--- src/hdl/dhs_pkg.sv ---
// ----------------------------------------------------------------------------
// dhs_pkg
// Shared types and constants for the drift health scorer: register indexes,
// configuration record, divider handshake records and sequencer states.
// ----------------------------------------------------------------------------
package dhs_pkg;

  localparam int JITTER_W    = 16;
  localparam int WEIGHT_W    = 9;
  localparam int SCORE_W     = 8;
  localparam int CFG_INDEX_W = 8;
  localparam int CFG_DATA_W  = 16;
  localparam int NUMER_W     = 24;
  localparam int DIVISOR_W   = 16;
  localparam int CAT_W       = 3;

  localparam logic [SCORE_W-1:0] SCORE_MAX  = 8'd255;
  localparam logic [SCORE_W+1:0] TREND_BAND = 10'd2;

  localparam logic signed [1:0] TREND_UP   = 2'sd1;
  localparam logic signed [1:0] TREND_DOWN = -2'sd1;
  localparam logic signed [1:0] TREND_FLAT = 2'sd0;

  localparam logic [CAT_W-1:0] CAT_BEARING = 3'd0;

  typedef enum logic [CFG_INDEX_W-1:0] {
    REG_BASELINE_JITTER   = 8'd0,
    REG_WEIGHT_BEARING    = 8'd1,
    REG_WEIGHT_BALANCE    = 8'd2,
    REG_WEIGHT_CONNECTION = 8'd3,
    REG_WEIGHT_THERMAL    = 8'd4,
    REG_WEIGHT_ELECTRICAL = 8'd5,
    REG_DEGRADED_LEVEL    = 8'd6,
    REG_CRITICAL_LEVEL    = 8'd7
  } reg_index_t;

  typedef struct packed {
    logic [JITTER_W-1:0] baseline_jitter;
    logic [WEIGHT_W-1:0] weight_bearing;
    logic [WEIGHT_W-1:0] weight_balance;
    logic [WEIGHT_W-1:0] weight_connection;
    logic [WEIGHT_W-1:0] weight_thermal;
    logic [WEIGHT_W-1:0] weight_electrical;
    logic [SCORE_W-1:0]  degraded_level;
    logic [SCORE_W-1:0]  critical_level;
  } cfg_t;

  typedef struct packed {
    logic                 start;
    logic [NUMER_W-1:0]   numer;
    logic [DIVISOR_W-1:0] divisor;
  } div_req_t;

  typedef struct packed {
    logic               busy;
    logic               done;
    logic [NUMER_W-1:0] quot;
  } div_rsp_t;

  typedef enum logic [1:0] {
    ST_IDLE,
    ST_DIV,
    ST_MUL,
    ST_FINISH
  } state_t;

endpackage

--- src/hdl/dhs_cfg.sv ---
// ----------------------------------------------------------------------------
// dhs_cfg
// Configuration register file. Writes to indexes outside the register list
// are dropped.
// ----------------------------------------------------------------------------
module dhs_cfg
  import dhs_pkg::*;
(
  input  logic                   clk,
  input  logic                   rst,
  input  logic                   cfg_valid,
  output logic                   cfg_ready,
  input  logic [CFG_INDEX_W-1:0] cfg_index,
  input  logic [CFG_DATA_W-1:0]  cfg_data,
  output cfg_t                   cfg
);

  assign cfg_ready = 1'b1;

  always_ff @(posedge clk) begin
    if (rst) begin
      cfg.baseline_jitter   <= '0;
      cfg.weight_bearing    <= 9'd64;
      cfg.weight_balance    <= 9'd48;
      cfg.weight_connection <= 9'd48;
      cfg.weight_thermal    <= 9'd48;
      cfg.weight_electrical <= 9'd48;
      cfg.degraded_level    <= 8'd128;
      cfg.critical_level    <= 8'd64;
    end else if (cfg_valid && cfg_ready) begin
      case (cfg_index)
        REG_BASELINE_JITTER:   cfg.baseline_jitter   <= cfg_data[JITTER_W-1:0];
        REG_WEIGHT_BEARING:    cfg.weight_bearing    <= cfg_data[WEIGHT_W-1:0];
        REG_WEIGHT_BALANCE:    cfg.weight_balance    <= cfg_data[WEIGHT_W-1:0];
        REG_WEIGHT_CONNECTION: cfg.weight_connection <= cfg_data[WEIGHT_W-1:0];
        REG_WEIGHT_THERMAL:    cfg.weight_thermal    <= cfg_data[WEIGHT_W-1:0];
        REG_WEIGHT_ELECTRICAL: cfg.weight_electrical <= cfg_data[WEIGHT_W-1:0];
        REG_DEGRADED_LEVEL:    cfg.degraded_level    <= cfg_data[SCORE_W-1:0];
        REG_CRITICAL_LEVEL:    cfg.critical_level    <= cfg_data[SCORE_W-1:0];
        default: ;
      endcase
    end
  end

endmodule

--- src/hdl/dhs_divider.sv ---
// ----------------------------------------------------------------------------
// dhs_divider
// Restoring divider, one quotient bit per cycle, 24-bit numerator over a
// 16-bit divisor. The quotient is valid in the cycle that done is high.
// ----------------------------------------------------------------------------
module dhs_divider
  import dhs_pkg::*;
(
  input  logic     clk,
  input  logic     rst,
  input  div_req_t req,
  output div_rsp_t rsp
);

  localparam int CNT_W = $clog2(NUMER_W);
  localparam logic [CNT_W-1:0] LAST_STEP = CNT_W'(NUMER_W - 1);

  logic [NUMER_W-1:0]   num;
  logic [DIVISOR_W-1:0] divisor;
  logic [DIVISOR_W-1:0] rem;
  logic [CNT_W-1:0]     count;
  logic                 busy;
  logic                 done;

  logic [DIVISOR_W:0]   rem_shift;
  logic                 fits;
  logic [DIVISOR_W:0]   rem_diff;

  assign rem_shift = {rem, num[NUMER_W-1]};
  assign fits      = rem_shift >= {1'b0, divisor};
  assign rem_diff  = rem_shift - {1'b0, divisor};

  always_ff @(posedge clk) begin
    if (rst) begin
      busy  <= 1'b0;
      done  <= 1'b0;
      count <= '0;
    end else begin
      done <= 1'b0;
      if (req.start) begin
        busy  <= 1'b1;
        count <= '0;
      end else if (busy) begin
        count <= count + 1'b1;
        if (count == LAST_STEP) begin
          busy <= 1'b0;
          done <= 1'b1;
        end
      end
    end
  end

  // The numerator register shifts out dividend bits and shifts in quotient bits.
  always_ff @(posedge clk) begin
    if (req.start) begin
      num     <= req.numer;
      divisor <= req.divisor;
      rem     <= '0;
    end else if (busy) begin
      num <= {num[NUMER_W-2:0], fits};
      rem <= fits ? rem_diff[DIVISOR_W-1:0] : rem_shift[DIVISOR_W-1:0];
    end
  end

  assign rsp.busy = busy;
  assign rsp.done = done;
  assign rsp.quot = num;

endmodule

--- src/hdl/drift_health_scorer.sv ---
// ----------------------------------------------------------------------------
// drift_health_scorer
// Bearing health scoring from jitter drift, with weighted composite, trend,
// threshold flags and worst sub-score.
// ----------------------------------------------------------------------------
// One item is worked at a time. When the baseline is nonzero and the jitter
// is above it, the drift ratio goes through a bit-serial restoring divider
// (state ST_DIV); otherwise the item goes straight from ST_IDLE to ST_MUL.
// After the bearing score is known, state ST_MUL registers the weighted
// product and state ST_FINISH adds up the composite and loads the output
// register. The input stays stalled while an item is in work; a finished
// result waits in the output register, and the block holds its last step
// until that register is free.
module drift_health_scorer
  import dhs_pkg::*;
(
  input  logic                   clk,
  input  logic                   rst,
  input  logic                   in_valid,
  output logic                   in_stall,
  input  logic [JITTER_W-1:0]    jitter_sample,
  output logic                   out_valid,
  input  logic                   out_stall,
  output logic [SCORE_W-1:0]     bearing_score,
  output logic [SCORE_W-1:0]     composite_health,
  output logic signed [1:0]      trend,
  output logic                   degraded,
  output logic                   critical,
  output logic [SCORE_W-1:0]     worst_score,
  output logic [CAT_W-1:0]       worst_category,
  input  logic                   cfg_valid,
  output logic                   cfg_ready,
  input  logic [CFG_INDEX_W-1:0] cfg_index,
  input  logic [CFG_DATA_W-1:0]  cfg_data
);

  cfg_t     cfg;
  div_req_t div_req;
  div_rsp_t div_rsp;

  state_t state;
  state_t state_next;

  logic [SCORE_W-1:0]          bearing_held;
  logic [SCORE_W-1:0]          composite_held;
  logic [SCORE_W+WEIGHT_W-1:0] prod;

  logic accept;
  logic need_div;
  logic out_load;
  logic div_start;

  logic [JITTER_W-1:0]   drift;
  logic [WEIGHT_W+1:0]   rest_weights;
  logic [WEIGHT_W+9:0]   rest_sum;
  logic [15:0]           total;
  logic [SCORE_W-1:0]    composite_new;
  logic signed [1:0]     trend_new;

  dhs_cfg u_cfg (
    .clk       (clk),
    .rst       (rst),
    .cfg_valid (cfg_valid),
    .cfg_ready (cfg_ready),
    .cfg_index (cfg_index),
    .cfg_data  (cfg_data),
    .cfg       (cfg)
  );

  dhs_divider u_divider (
    .clk (clk),
    .rst (rst),
    .req (div_req),
    .rsp (div_rsp)
  );

  assign need_div = (cfg.baseline_jitter != '0) && (jitter_sample > cfg.baseline_jitter);
  assign drift    = jitter_sample - cfg.baseline_jitter;

  // drift * 255 as (drift << 8) - drift.
  assign div_req.start   = div_start;
  assign div_req.numer   = {drift, 8'd0} - {8'd0, drift};
  assign div_req.divisor = cfg.baseline_jitter;

  // Next state.
  always_comb begin
    state_next = state;
    case (state)
      ST_IDLE: begin
        if (in_valid) state_next = need_div ? ST_DIV : ST_MUL;
      end
      ST_DIV: begin
        if (div_rsp.done) state_next = ST_MUL;
      end
      ST_MUL: state_next = ST_FINISH;
      ST_FINISH: begin
        if (!out_valid || !out_stall) state_next = ST_IDLE;
      end
      default: state_next = ST_IDLE;
    endcase
  end

  // Control outputs.
  always_comb begin
    in_stall  = 1'b1;
    accept    = 1'b0;
    div_start = 1'b0;
    out_load  = 1'b0;
    case (state)
      ST_IDLE: begin
        in_stall  = 1'b0;
        accept    = in_valid;
        div_start = in_valid && need_div;
      end
      ST_FINISH: out_load = !out_valid || !out_stall;
      default: ;
    endcase
  end

  always_ff @(posedge clk) begin
    if (rst) state <= ST_IDLE;
    else     state <= state_next;
  end

  // The four fixed sub-scores contribute 255 times the sum of their weights.
  assign rest_weights = {2'b0, cfg.weight_balance} + {2'b0, cfg.weight_connection}
                      + {2'b0, cfg.weight_thermal} + {2'b0, cfg.weight_electrical};
  assign rest_sum     = {rest_weights, 8'd0} - {8'd0, rest_weights};
  assign total        = prod[15:0] + rest_sum[15:0];
  assign composite_new = total[15:8];

  always_comb begin
    trend_new = TREND_FLAT;
    if ({2'b0, composite_new} > {2'b0, composite_held} + TREND_BAND) begin
      trend_new = TREND_UP;
    end else if ({2'b0, composite_new} + TREND_BAND < {2'b0, composite_held}) begin
      trend_new = TREND_DOWN;
    end
  end

  always_ff @(posedge clk) begin
    if (rst) begin
      bearing_held   <= SCORE_MAX;
      composite_held <= SCORE_MAX;
      out_valid      <= 1'b0;
    end else begin
      // A zero baseline leaves the bearing score where it was.
      if (accept && !need_div && (cfg.baseline_jitter != '0)) begin
        bearing_held <= SCORE_MAX;
      end else if (state == ST_DIV && div_rsp.done) begin
        if (div_rsp.quot >= NUMER_W'(SCORE_MAX)) bearing_held <= '0;
        else bearing_held <= SCORE_MAX - div_rsp.quot[SCORE_W-1:0];
      end
      if (out_load) begin
        composite_held <= composite_new;
        out_valid      <= 1'b1;
      end else if (out_valid && !out_stall) begin
        out_valid <= 1'b0;
      end
    end
  end

  // The other sub-scores are all at full scale, so the bearing score is
  // always the worst one and alone decides the flags.
  always_ff @(posedge clk) begin
    if (state == ST_MUL) prod <= bearing_held * cfg.weight_bearing;
    if (out_load) begin
      bearing_score    <= bearing_held;
      composite_health <= composite_new;
      trend            <= trend_new;
      degraded         <= bearing_held < cfg.degraded_level;
      critical         <= bearing_held < cfg.critical_level;
      worst_score      <= bearing_held;
      worst_category   <= CAT_BEARING;
    end
  end

endmodule
--- config.mk ---
export PLATFORM = sky130hd
export DESIGN_NAME = drift_health_scorer
export DESIGN_NICKNAME = d
export VERILOG_FILES = /design/src/hdl/dhs_pkg.sv /design/src/hdl/dhs_cfg.sv /design/src/hdl/dhs_divider.sv /design/src/hdl/drift_health_scorer.sv
export SDC_FILE = /design/constraint.sdc
export NUM_CORES = 1
export LEC_CHECK = 0
export BUFFER_PORTS_ARGS = -buffer_cell sky130_fd_sc_hd__buf_2
export CORE_MARGIN = 2
export CORE_UTILIZATION = 35
export DETAILED_ROUTE_END_ITERATION = 12
export PLACE_DENSITY = 0.49
export SLEW_MARGIN = 40
export SYNTH_ARGS = -nofsm -noshare
export SYNTH_HDL_FRONTEND = slang
export SYNTH_HIERARCHICAL = 1
export SYNTH_SLANG_ARGS = --single-unit
--- constraint.sdc ---
create_clock -name clk -period 6.7 [get_ports clk]
set_clock_uncertainty 0.1 [all_clocks]
set_input_delay 0.67 -clock clk [delete_from_list [all_inputs] [get_ports clk]]
set_output_delay 0.67 -clock clk [all_outputs]
set_load 0.01 [all_outputs]
# After elaboration in Yosys (flattened, before gate mapping)

Index checks and enable logic that the tools add are counted.

Register bits after elaboration: 195
Word-level logic and storage cells: 106

Add/subtract/negate cells: 12
Multiply operators: 1
$lt $le $gt $ge: 7
Equality and inequality tests: 14
Multiplexer cells: 20
Bitwise logic cells: 1
Reductions and logical operators: 27

Operators by type and width:

| operator              | count |
|---|---|
| $mux W24              | 2 |
| $eq A8 B3 Y1 const B  | 4 |
| $sub A16 B16 Y16      | 2 |
| $ge A24 B8 Y1 const B | 1 |
| $sub A24 B16 Y24      | 1 |
| $add A8 B2 Y9 const B | 2 |
| $ge A17 B16 Y1        | 1 |
| $add A16 B16 Y16      | 1 |
| $eq A8 B2 Y1 const B  | 2 |
| $gt A16 B16 Y1        | 1 |
| $lt A8 B8 Y1          | 2 |
| $mul A8 B9 Y16        | 1 |
| $mux W16              | 1 |
| $reduce_and A2 Y1     | 8 |
| $reduce_bool A16 Y1   | 1 |
| $sub A16 B11 Y16      | 1 |
| $add A10 B9 Y11       | 1 |
| $add A11 B9 Y11       | 1 |
| $add A9 B9 Y10        | 1 |
| $mux W1               | 10 |
| $mux W2               | 5 |
| $gt A8 B9 Y1          | 1 |
| $lt A9 B8 Y1          | 1 |
| $eq A8 B1 Y1 const B  | 1 |
| other kinds (19)      | 30 |

# Logic depth before layout (Yosys ltp)

Gate-level depths: netlist of the first run.

Depth in word-level cells: 8
Mapped depth: 30
Mapped depth without buffers: 30

# Hierarchy

The synthesis of the first run kept the hierarchy.

Modules (own cells, without submodules):

| module              | times used | cells an instance | area an instance (um^2) |
|---|---|---|---|
| drift_health_scorer | 1          | 943               | 8368.0 |
| dhs_divider         | 1          | 337               | 3533.4 |
| dhs_cfg             | 1          | 290               | 3105.5 |

# Least setup slack after synthesis of the first run

OpenSTA, ideal clock, no wires.

Path type: reg2reg
Start point: reg, netlist name u_cfg/cfg[17]
End point: reg trend[0] (data pin)
Setup time: 0.256 ns
Arrival time: 5.946 ns
Required time: 6.344 ns
Path slack: 0.397 ns
Stages on the path, launching flop included: 28
Path buffers: 0
Period minus slack after synthesis: 6.303 ns
Cells stage by stage: dfxtp_1 > inv_1 > fa_1 > inv_1 > fa_1 > ha_1 > fa_1 > a21o_1 > a21oi_1 > o21bai_1 > a21oi_1 > o21bai_1 > a21oi_1 > xnor2_1 > fa_1 > inv_1 > ha_1 > o21ai_0 > o31ai_1 > a211oi_1 > nor3_1 > ha_1 > o21a_1 > o21a_1 > o21a_1 > o21a_1 > o221a_2 > nand2b_1

Cells in the longest elaborated chain, start to end: 6

Ends and longest elaborated chain:

| what                 | RTL line                   | source |
|---|---|---|
| $add A11 B9 Y11 (*)  | drift_health_scorer.sv:127 | `+ {2'b0, cfg.weight_thermal} + {2'b0, cfg.weight_electrical};` |
| $sub A16 B11 Y16 (*) | drift_health_scorer.sv:128 | `assign rest_sum = {rest_weights, 8'd0} - {8'd0, rest_weights};` |
| $add A16 B16 Y16 (*) | drift_health_scorer.sv:129 | `assign total = prod[15:0] + rest_sum[15:0];` |
| named net total[12]  | drift_health_scorer.sv:56  | `logic [15:0] total;` |
| $add A8 B2 Y9        | drift_health_scorer.sv:136 | `end else if ({2'b0, composite_new} + TREND_BAND < {2'b0, composite_held}) begin` |
| $lt A9 B8 Y1         | drift_health_scorer.sv:136 |  |
| $mux W2              | drift_health_scorer.sv:136 |  |
| end signal, assigned | drift_health_scorer.sv:170 | `trend <= trend_new;` |
| end, declared        | drift_health_scorer.sv:26  | `output logic signed [1:0] trend,` |

The timed path passes the listed nets; every way through them passes the cells marked *.
A chain may end at the register's enable or synchronous reset.

# Worst setup path in the final report of the first run

Start point: reg, netlist name u_cfg/cfg[17]
End point: reg trend[0] (data pin)

Cells in the longest elaborated chain, start to end: 6

Ends and longest elaborated chain:

| what                 | RTL line |
|---|---|
| $add A11 B9 Y11 (*)  | drift_health_scorer.sv:127 |
| $sub A16 B11 Y16 (*) | drift_health_scorer.sv:128 |
| $add A16 B16 Y16 (*) | drift_health_scorer.sv:129 |
| $add A8 B2 Y9        | drift_health_scorer.sv:136 |
| $lt A9 B8 Y1         | drift_health_scorer.sv:136 |
| $mux W2              | drift_health_scorer.sv:136 |

Mark *: on every way between the ends. The rest lies on a longest branch, timed or not.

==> summary.md, run 1 <==
| Metric | Value |
|---|---|
| Ports | `79` |
| Initial DRC Count | `578` |
| Die area | `0.0445 mm^2` |
| Slew headroom | `45.4%` |
| Critical R2R Launch | `u_cfg/cfg[17]` |
| Critical path type | `flip-flop to flip-flop` |
| Via Count | `10.9k` |
| Cts hold-fix bufs | `0` |
| Drt wl/cell | `17.0 um` |
| Clock transition at path regs | `0.08 ns` |
| DP Area | `0.0158 mm^2` |
| Clock Path Buffers | `2` |
| Worst-path maximum fanout | `4` |
| Tcrit/Tclk final | `94.9%` |
| # Max-Cap Violations | `0` |
| Max-slew violations | `0` |
| Setup violators final | `0` |
| Synthesized cell area | `0.0150 mm^2` |
| Crit-path most repeated cell | `o21a_1` |
| Critical Path Source | `u_cfg/cfg[17]` |
| Buf+Inv Stages, Crit Path | `3` |
| Slowest cell on crit path | `fa_1` |
| Clk root buf | `clkbuf_16` |
| Worst r2r path cells | `29` |
| DR pass1 iterations | `5` |
| Crit path DAT | `6.47 ns` |
| TritonCTS clock tree | `built` |
| Leak | `7.11 nW` |
| Vias in the first global route | `10.9k` |
| Final Power | `3.72 mW` |
| NumNets Final | `1864` |
| Die Y | `211 um` |
| Vias per cell | `5.04` |
| Period minus WS final | `6.36 ns` |
| ANT cells | `0` |
| Top cell family by delay on the critical path | `adder cells` |
| Die width | `211 um` |
| Layout cells sized above 1 | `12.1%` |
| Post-layout instance area | `0.0165 mm^2` |
| DP HPWL | `27900 um` |
| Worst-Skew Late Latency | `0.46 ns` |
| Status | `complete, no violations` |
| Largest net degree at the start of global routing | `86` |
| Layout area overhead | `10.1%` |
| Worst Path Required | `6.81 ns` |
| ANT nets after route | `0` |
| H-tree depth | `4` |
| CP Launch Type | `flip-flop` |
| Avg Inst Size Synth | `9.56 um^2` |
| DRC viols | `0` |
| First-pass GRT wire length | `59800 um` |
| Slowest Stage Delay on Critical Path | `0.53 ns` |
| Initial antenna violation count | `0` |
| Gr usage total | `17.2%` |
| DRT Wirelength | `36800 um` |
| Site Rows | `75` |
| Min-delay src | `cfg_data[9]` |
| Hold path depth | `3` |
| Final hold vios | `0` |
| Nature of the critical path endpoint | `flip-flop` |
| Tightest Pin Transition | `0.817 ns` |
| Syn Inst Count | `1569` |
| Starting Density | `35.6%` |
| Total global routing overflow | `0` |
| YS warnings | `6` |
| GPL Wtd Cong | `0.843` |
| Tightest Hold Check Type | `input port to flip-flop` |
| Worst vdd ir | `0.000163 V` |
| Setup TNS Final | `0 ns` |
| Pwr Density | `226 mW/mm^2` |
| Cell depth of the worst setup path | `29` |
| WHS | `0.372 ns` |
| FMAX | `157 MHz` |
| CTS Buf Count | `17` |
| Clk sink count | `195` |
| PortBufs | `74` |
| Core footprint | `0.0421 mm^2` |
## tightest hold or removal path: stages
cell and delay, ns:
buf_2 0.10, nand2b_1 0.06, mux2i_1 0.06
## where the power goes
part | total, mW | leakage, nW | internal, mW | switching [mW]
sequential | 1.38 | 1.64 | 1.33 | 0.0540
combinational | 1.27 | 5.17 | 0.527 | 0.744
clock | 1.07 | 0.297 | 0.558 | 0.515
total | 3.72 | 7.11 | 2.41 | 1.31
## sequential cells by signal (all words and copies together) (netlist names), 2 cells and up
name               count
u_cfg/cfg             77
u_divider/num         24
prod                  16
u_divider/divisor     16
u_divider/rem         16
bearing_held           8
composite_health       8
composite_held         8
worst_score            8
u_divider/count        5
state                  2
trend                  2
## area by class of cell
cell class	instances	area (um^2)
fill	4208	25600
multi-input combinational	1106	9350
sequential	195	4660
inverter	203	762
tap	539	674
clock buffer	19	464
timing repair buffer	85	453
clock inverter	13	136
## what timing repair did
action,in CTS,in global routing
resized for setup,0,19
hold endpoints to repair,0,0
endpoints found under the setup margin,0,2
buffers inserted,0,2
## routing by layer
layer | share of wire (%) | global-route usage (%)
met1 | 51 | 24.6
met5 | 0 | 0
met2 | 44 | 26.7
met3 | 2.8 | 2.88
met4 | 1.5 | 4.61
## path summary, 6_finish.rpt
path | endpoint | slack (ns)
worst min-delay path | u_cfg/cfg[70] | 0.37
worst max-delay path | trend[0] | 0.34
worst min register to register | u_cfg/cfg[46] | 0.38
worst max register to register | trend[0] | 0.34
## stage by stage
step | utilization (%) | worst slack, ns | std cells
after floorplan | - | 0.397 | 1571
after global placement | 37.5 | 0.155 | 2126
after detailed placement | 37.5 | 0.0189 | 2126
after CTS | 38.9 | 0.000386 | 2158
after global routing | 39.2 | -0.00107 | 2160
final | 39.2 | 0.343 | 2160
## layout by cell type (no fill, tap or decap), drive strengths merged, types with 19 or more instances in the layout
cell,instances
inv,210
ha,147
dfxtp,119
nand2b,100
nor2,93
buf,85
nand2,80
mux2i,79
edfxtp,76
fa,64
xnor2,63
a21oi,54
and2,47
nand3,34
o21ai,32
a21o,26
mux2,23
nor3,23
xor2,22
o21a,19
clkbuf,19
Note: power is estimated with default switching activity, not from simulation.
==> inputs of run 2 (changes only) <==
PLACE_DENSITY = default   (was 0.49)
==> run 2 against run 1 <==
  * Total power up 0.12%
  * Final area rose by 0.33%
  * Sequential cell count unchanged
  * Global-route usage down 1.1 points
  * Routed wire length down 6.0%
  * Critical path depth is the same
  * Clock power is essentially flat
  * Hold slack worse by 0.0078 ns
  * Sequential share of layout area down 0.086 points
  * Count of clock-buffer cells in the layout decreased by 1
  * Register-to-register slack about the same
  * Critical path type unchanged
  * Critical endpoint unchanged
==> summary.md, run 2 (synthesis gave the netlist of run 1 again) <==
| Metric | Value |
|---|---|
| DR pass1 iterations | `5 (unchanged)` |
| FILL cells | `4143 (was 4208)` |
| Clock transition at path regs | `0.09 ns (was 0.08 ns)` |
| Final Power | `3.73 mW (was 3.72 mW)` |
| Worst vdd ir | `0.000187 V (was 0.000163 V)` |
| Pwr Density | `225 mW/mm^2 (was 226 mW/mm^2)` |
| Layout cells sized above 1 | `12.2% (was 12.1%)` |
| Period minus WS final | `6.36 ns (about the same)` |
| Leak | `7.13 nW (was 7.11 nW)` |
| Largest regs | `u_cfg/cfg (77), u_divider/num (24) (unchanged)` |
| GPL Wtd Cong | `0.844 (was 0.843)` |
| Nature of the critical path endpoint | `flip-flop (unchanged)` |
| Vias in the first global route | `11.0k (was 10.9k)` |
| Ports | `79 (unchanged)` |
| Worst-path maximum fanout | `4 (unchanged)` |
| DP HPWL | `26700 um (was 27900 um)` |
| Tcrit/Tclk final | `94.9% (about the same)` |
| PortBufs | `74 (unchanged)` |
| Layout area overhead | `10.4% (was 10.1%)` |
| Initial antenna violation count | `1 (was 0)` |
| CTS Buf Count | `17 (unchanged)` |
| Most frequent cells in the layout | `inv_1 (202), ha_1 (145), dfxtp_1 (118) (was inv_1 (202), ha_1 (144), dfxtp_1 (119))` |
| NumNets Final | `1866 (was 1864)` |
| Die width | `211 um (unchanged)` |
| DP Area | `0.0158 mm^2 (about the same)` |
| Crit path DAT | `6.46 ns (was 6.47 ns)` |
| Site Rows | `75 (unchanged)` |
| Worst Path Required | `6.81 ns (about the same)` |
| Clock Path Buffers | `2 (unchanged)` |
| DRT Wirelength | `34600 um (was 36800 um)` |
| Setup violators final | `0 (unchanged)` |
| Tightest Pin Transition | `0.779 ns (was 0.817 ns)` |
| Status | `complete, no violations (unchanged)` |
| Biggest register | `u_cfg/cfg (unchanged)` |
| FMAX | `157 MHz (about the same)` |
| Core footprint | `0.0421 mm^2 (unchanged)` |
| TritonCTS clock tree | `built (unchanged)` |
| Max reg flops | `77 (unchanged)` |
| # Max-Cap Violations | `0 (unchanged)` |
| Die Y | `211 um (unchanged)` |
| Starting Density | `35.6% (unchanged)` |
| Gr usage total | `16.1% (was 17.2%)` |
| Final hold vios | `0 (unchanged)` |
| Largest net degree at the start of global routing | `72 (was 86)` |
| Clk sink count | `195 (unchanged)` |
| Clk root buf | `clkbuf_16 (unchanged)` |
| Via Count | `11.0k (was 10.9k)` |
| Slowest cell on crit path | `fa_1 (unchanged)` |
| DRC viols | `0 (unchanged)` |
| Initial DRC Count | `563 (was 578)` |
| Non-filler instance count after layout | `2163 (was 2160)` |
| Cts hold-fix bufs | `0 (unchanged)` |
| CP Launch Type | `flip-flop (unchanged)` |
| ANT nets after route | `0 (unchanged)` |
| H-tree depth | `4 (unchanged)` |
| Post-layout instance area | `0.0166 mm^2 (was 0.0165 mm^2)` |
| Max-slew violations | `0 (unchanged)` |
| Worst-Skew Late Latency | `0.46 ns (about the same)` |
| Crit-path most repeated cell | `o21a_1 (unchanged)` |
| Total global routing overflow | `0 (unchanged)` |
| Vias per cell | `5.07 (was 5.04)` |
| Final core occ | `39.3% (was 39.2%)` |
| Slowest Stage Delay on Critical Path | `0.52 ns (was 0.53 ns)` |
| Die area | `0.0445 mm^2 (unchanged)` |
| Tightest Hold Check Type | `input port to flip-flop (unchanged)` |
| Critical path type | `flip-flop to flip-flop (unchanged)` |
| Slew headroom | `47.9% (was 45.4%)` |
| Most common cell after layout, fill and taps aside | `inv_1 (unchanged)` |
| First-pass GRT wire length | `56700 um (was 59800 um)` |
| Drt wl/cell | `16.0 um (was 17.0 um)` |
| Dpl cells | `2126 (unchanged)` |
-- run 2: changes by cell type in the layout (fill, tap and decap cells not counted), moves of 2 or more --
cell,change
buf_4,+2
clkinv_2,-2
clkinv_8,+5
inv_12,+2
inv_6,-2
-- run 2: layout make-up --
class | instances | area (um^2) | share of cell area (%)
clock inverter | 14 | 189 | 1.14
clock buffer | 18 | 450 | 2.72
tap | 539 | 674 | 4.07
multi-input combinational | 1106 | 9350 | 56.5
timing repair buffer | 87 | 468 | 2.83
antenna | 1 | 2.50 | 0.0151
sequential | 195 | 4670 | 28.2
inverter | 203 | 762 | 4.60
-- run 2: per-layer routing --
| layer | GRT usage [%] | wire (um) | up-vias |
|---|---|---|---|
| met2 | 26.0 | 16000 | 178 |
| met1 | 22.3 | 16900 | 5299 |
| met4 | 5.59 | 709 | 0 |
| li1 | - | - | 5443 |
| met3 | 1.75 | 921 | 39 |
| met5 | 0 | 0 | - |
-- run 2: worst max-delay path, delay by kind of cell (launching register included) --
| family | cells | cell delay (ns) |
|---|---|---|
| buffers and inverters | 3 | 0.14 |
| AND/OR/NAND/NOR | 3 | 0.36 |
| adder cells (fa/ha/maj) | 7 | 2.67 |
| XOR/XNOR | 1 | 0.11 |
| AO/OA/AOI/OAI | 15 | 2.39 |
| flip-flops | 1 | 0.33 |
-- run 2: path summary, 6_finish.rpt --
check	from	end	slack (ns)	cells past startpoint
setup / recovery	u_cfg/cfg[17]	trend[0]	0.34	29
hold / removal	cfg_data[14]	u_cfg/cfg[75]	0.36	3
setup reg to reg	u_cfg/cfg[17]	trend[0]	0.34	29
hold reg to reg	u_cfg/cfg[28]	u_cfg/cfg[28]	0.38	2
-- run 2: timing repair --
| item | CTS | global route |
|---|---|---|
| buffers inserted | 0 | 4 |
| gates resized for setup | 1 | 21 |
| pin swaps | 0 | 10 |
| setup endpoints to repair | 1 | 2 |
-- run 2: per-stage QoR --
step | setup slack (ns) | setup TNS [ns] | hold WS, ns
final | 0.345 | 0 | 0.364
after global routing | -0.0816 | -0.131 | 0.364
after CTS | 0.000618 | 0 | 0.346
after detailed placement | 0.0268 | 0 | 0.366
after global placement | 0.133 | 0 | 0.362
after floorplan | 0.397 | 0 | 0.333
-- run 2: power breakdown --
part	internal (mW)	switching, mW	total [mW]
Clock	0.536	0.536	1.07
Sequential	1.33	0.0505	1.38
Combinational	0.531	0.749	1.28
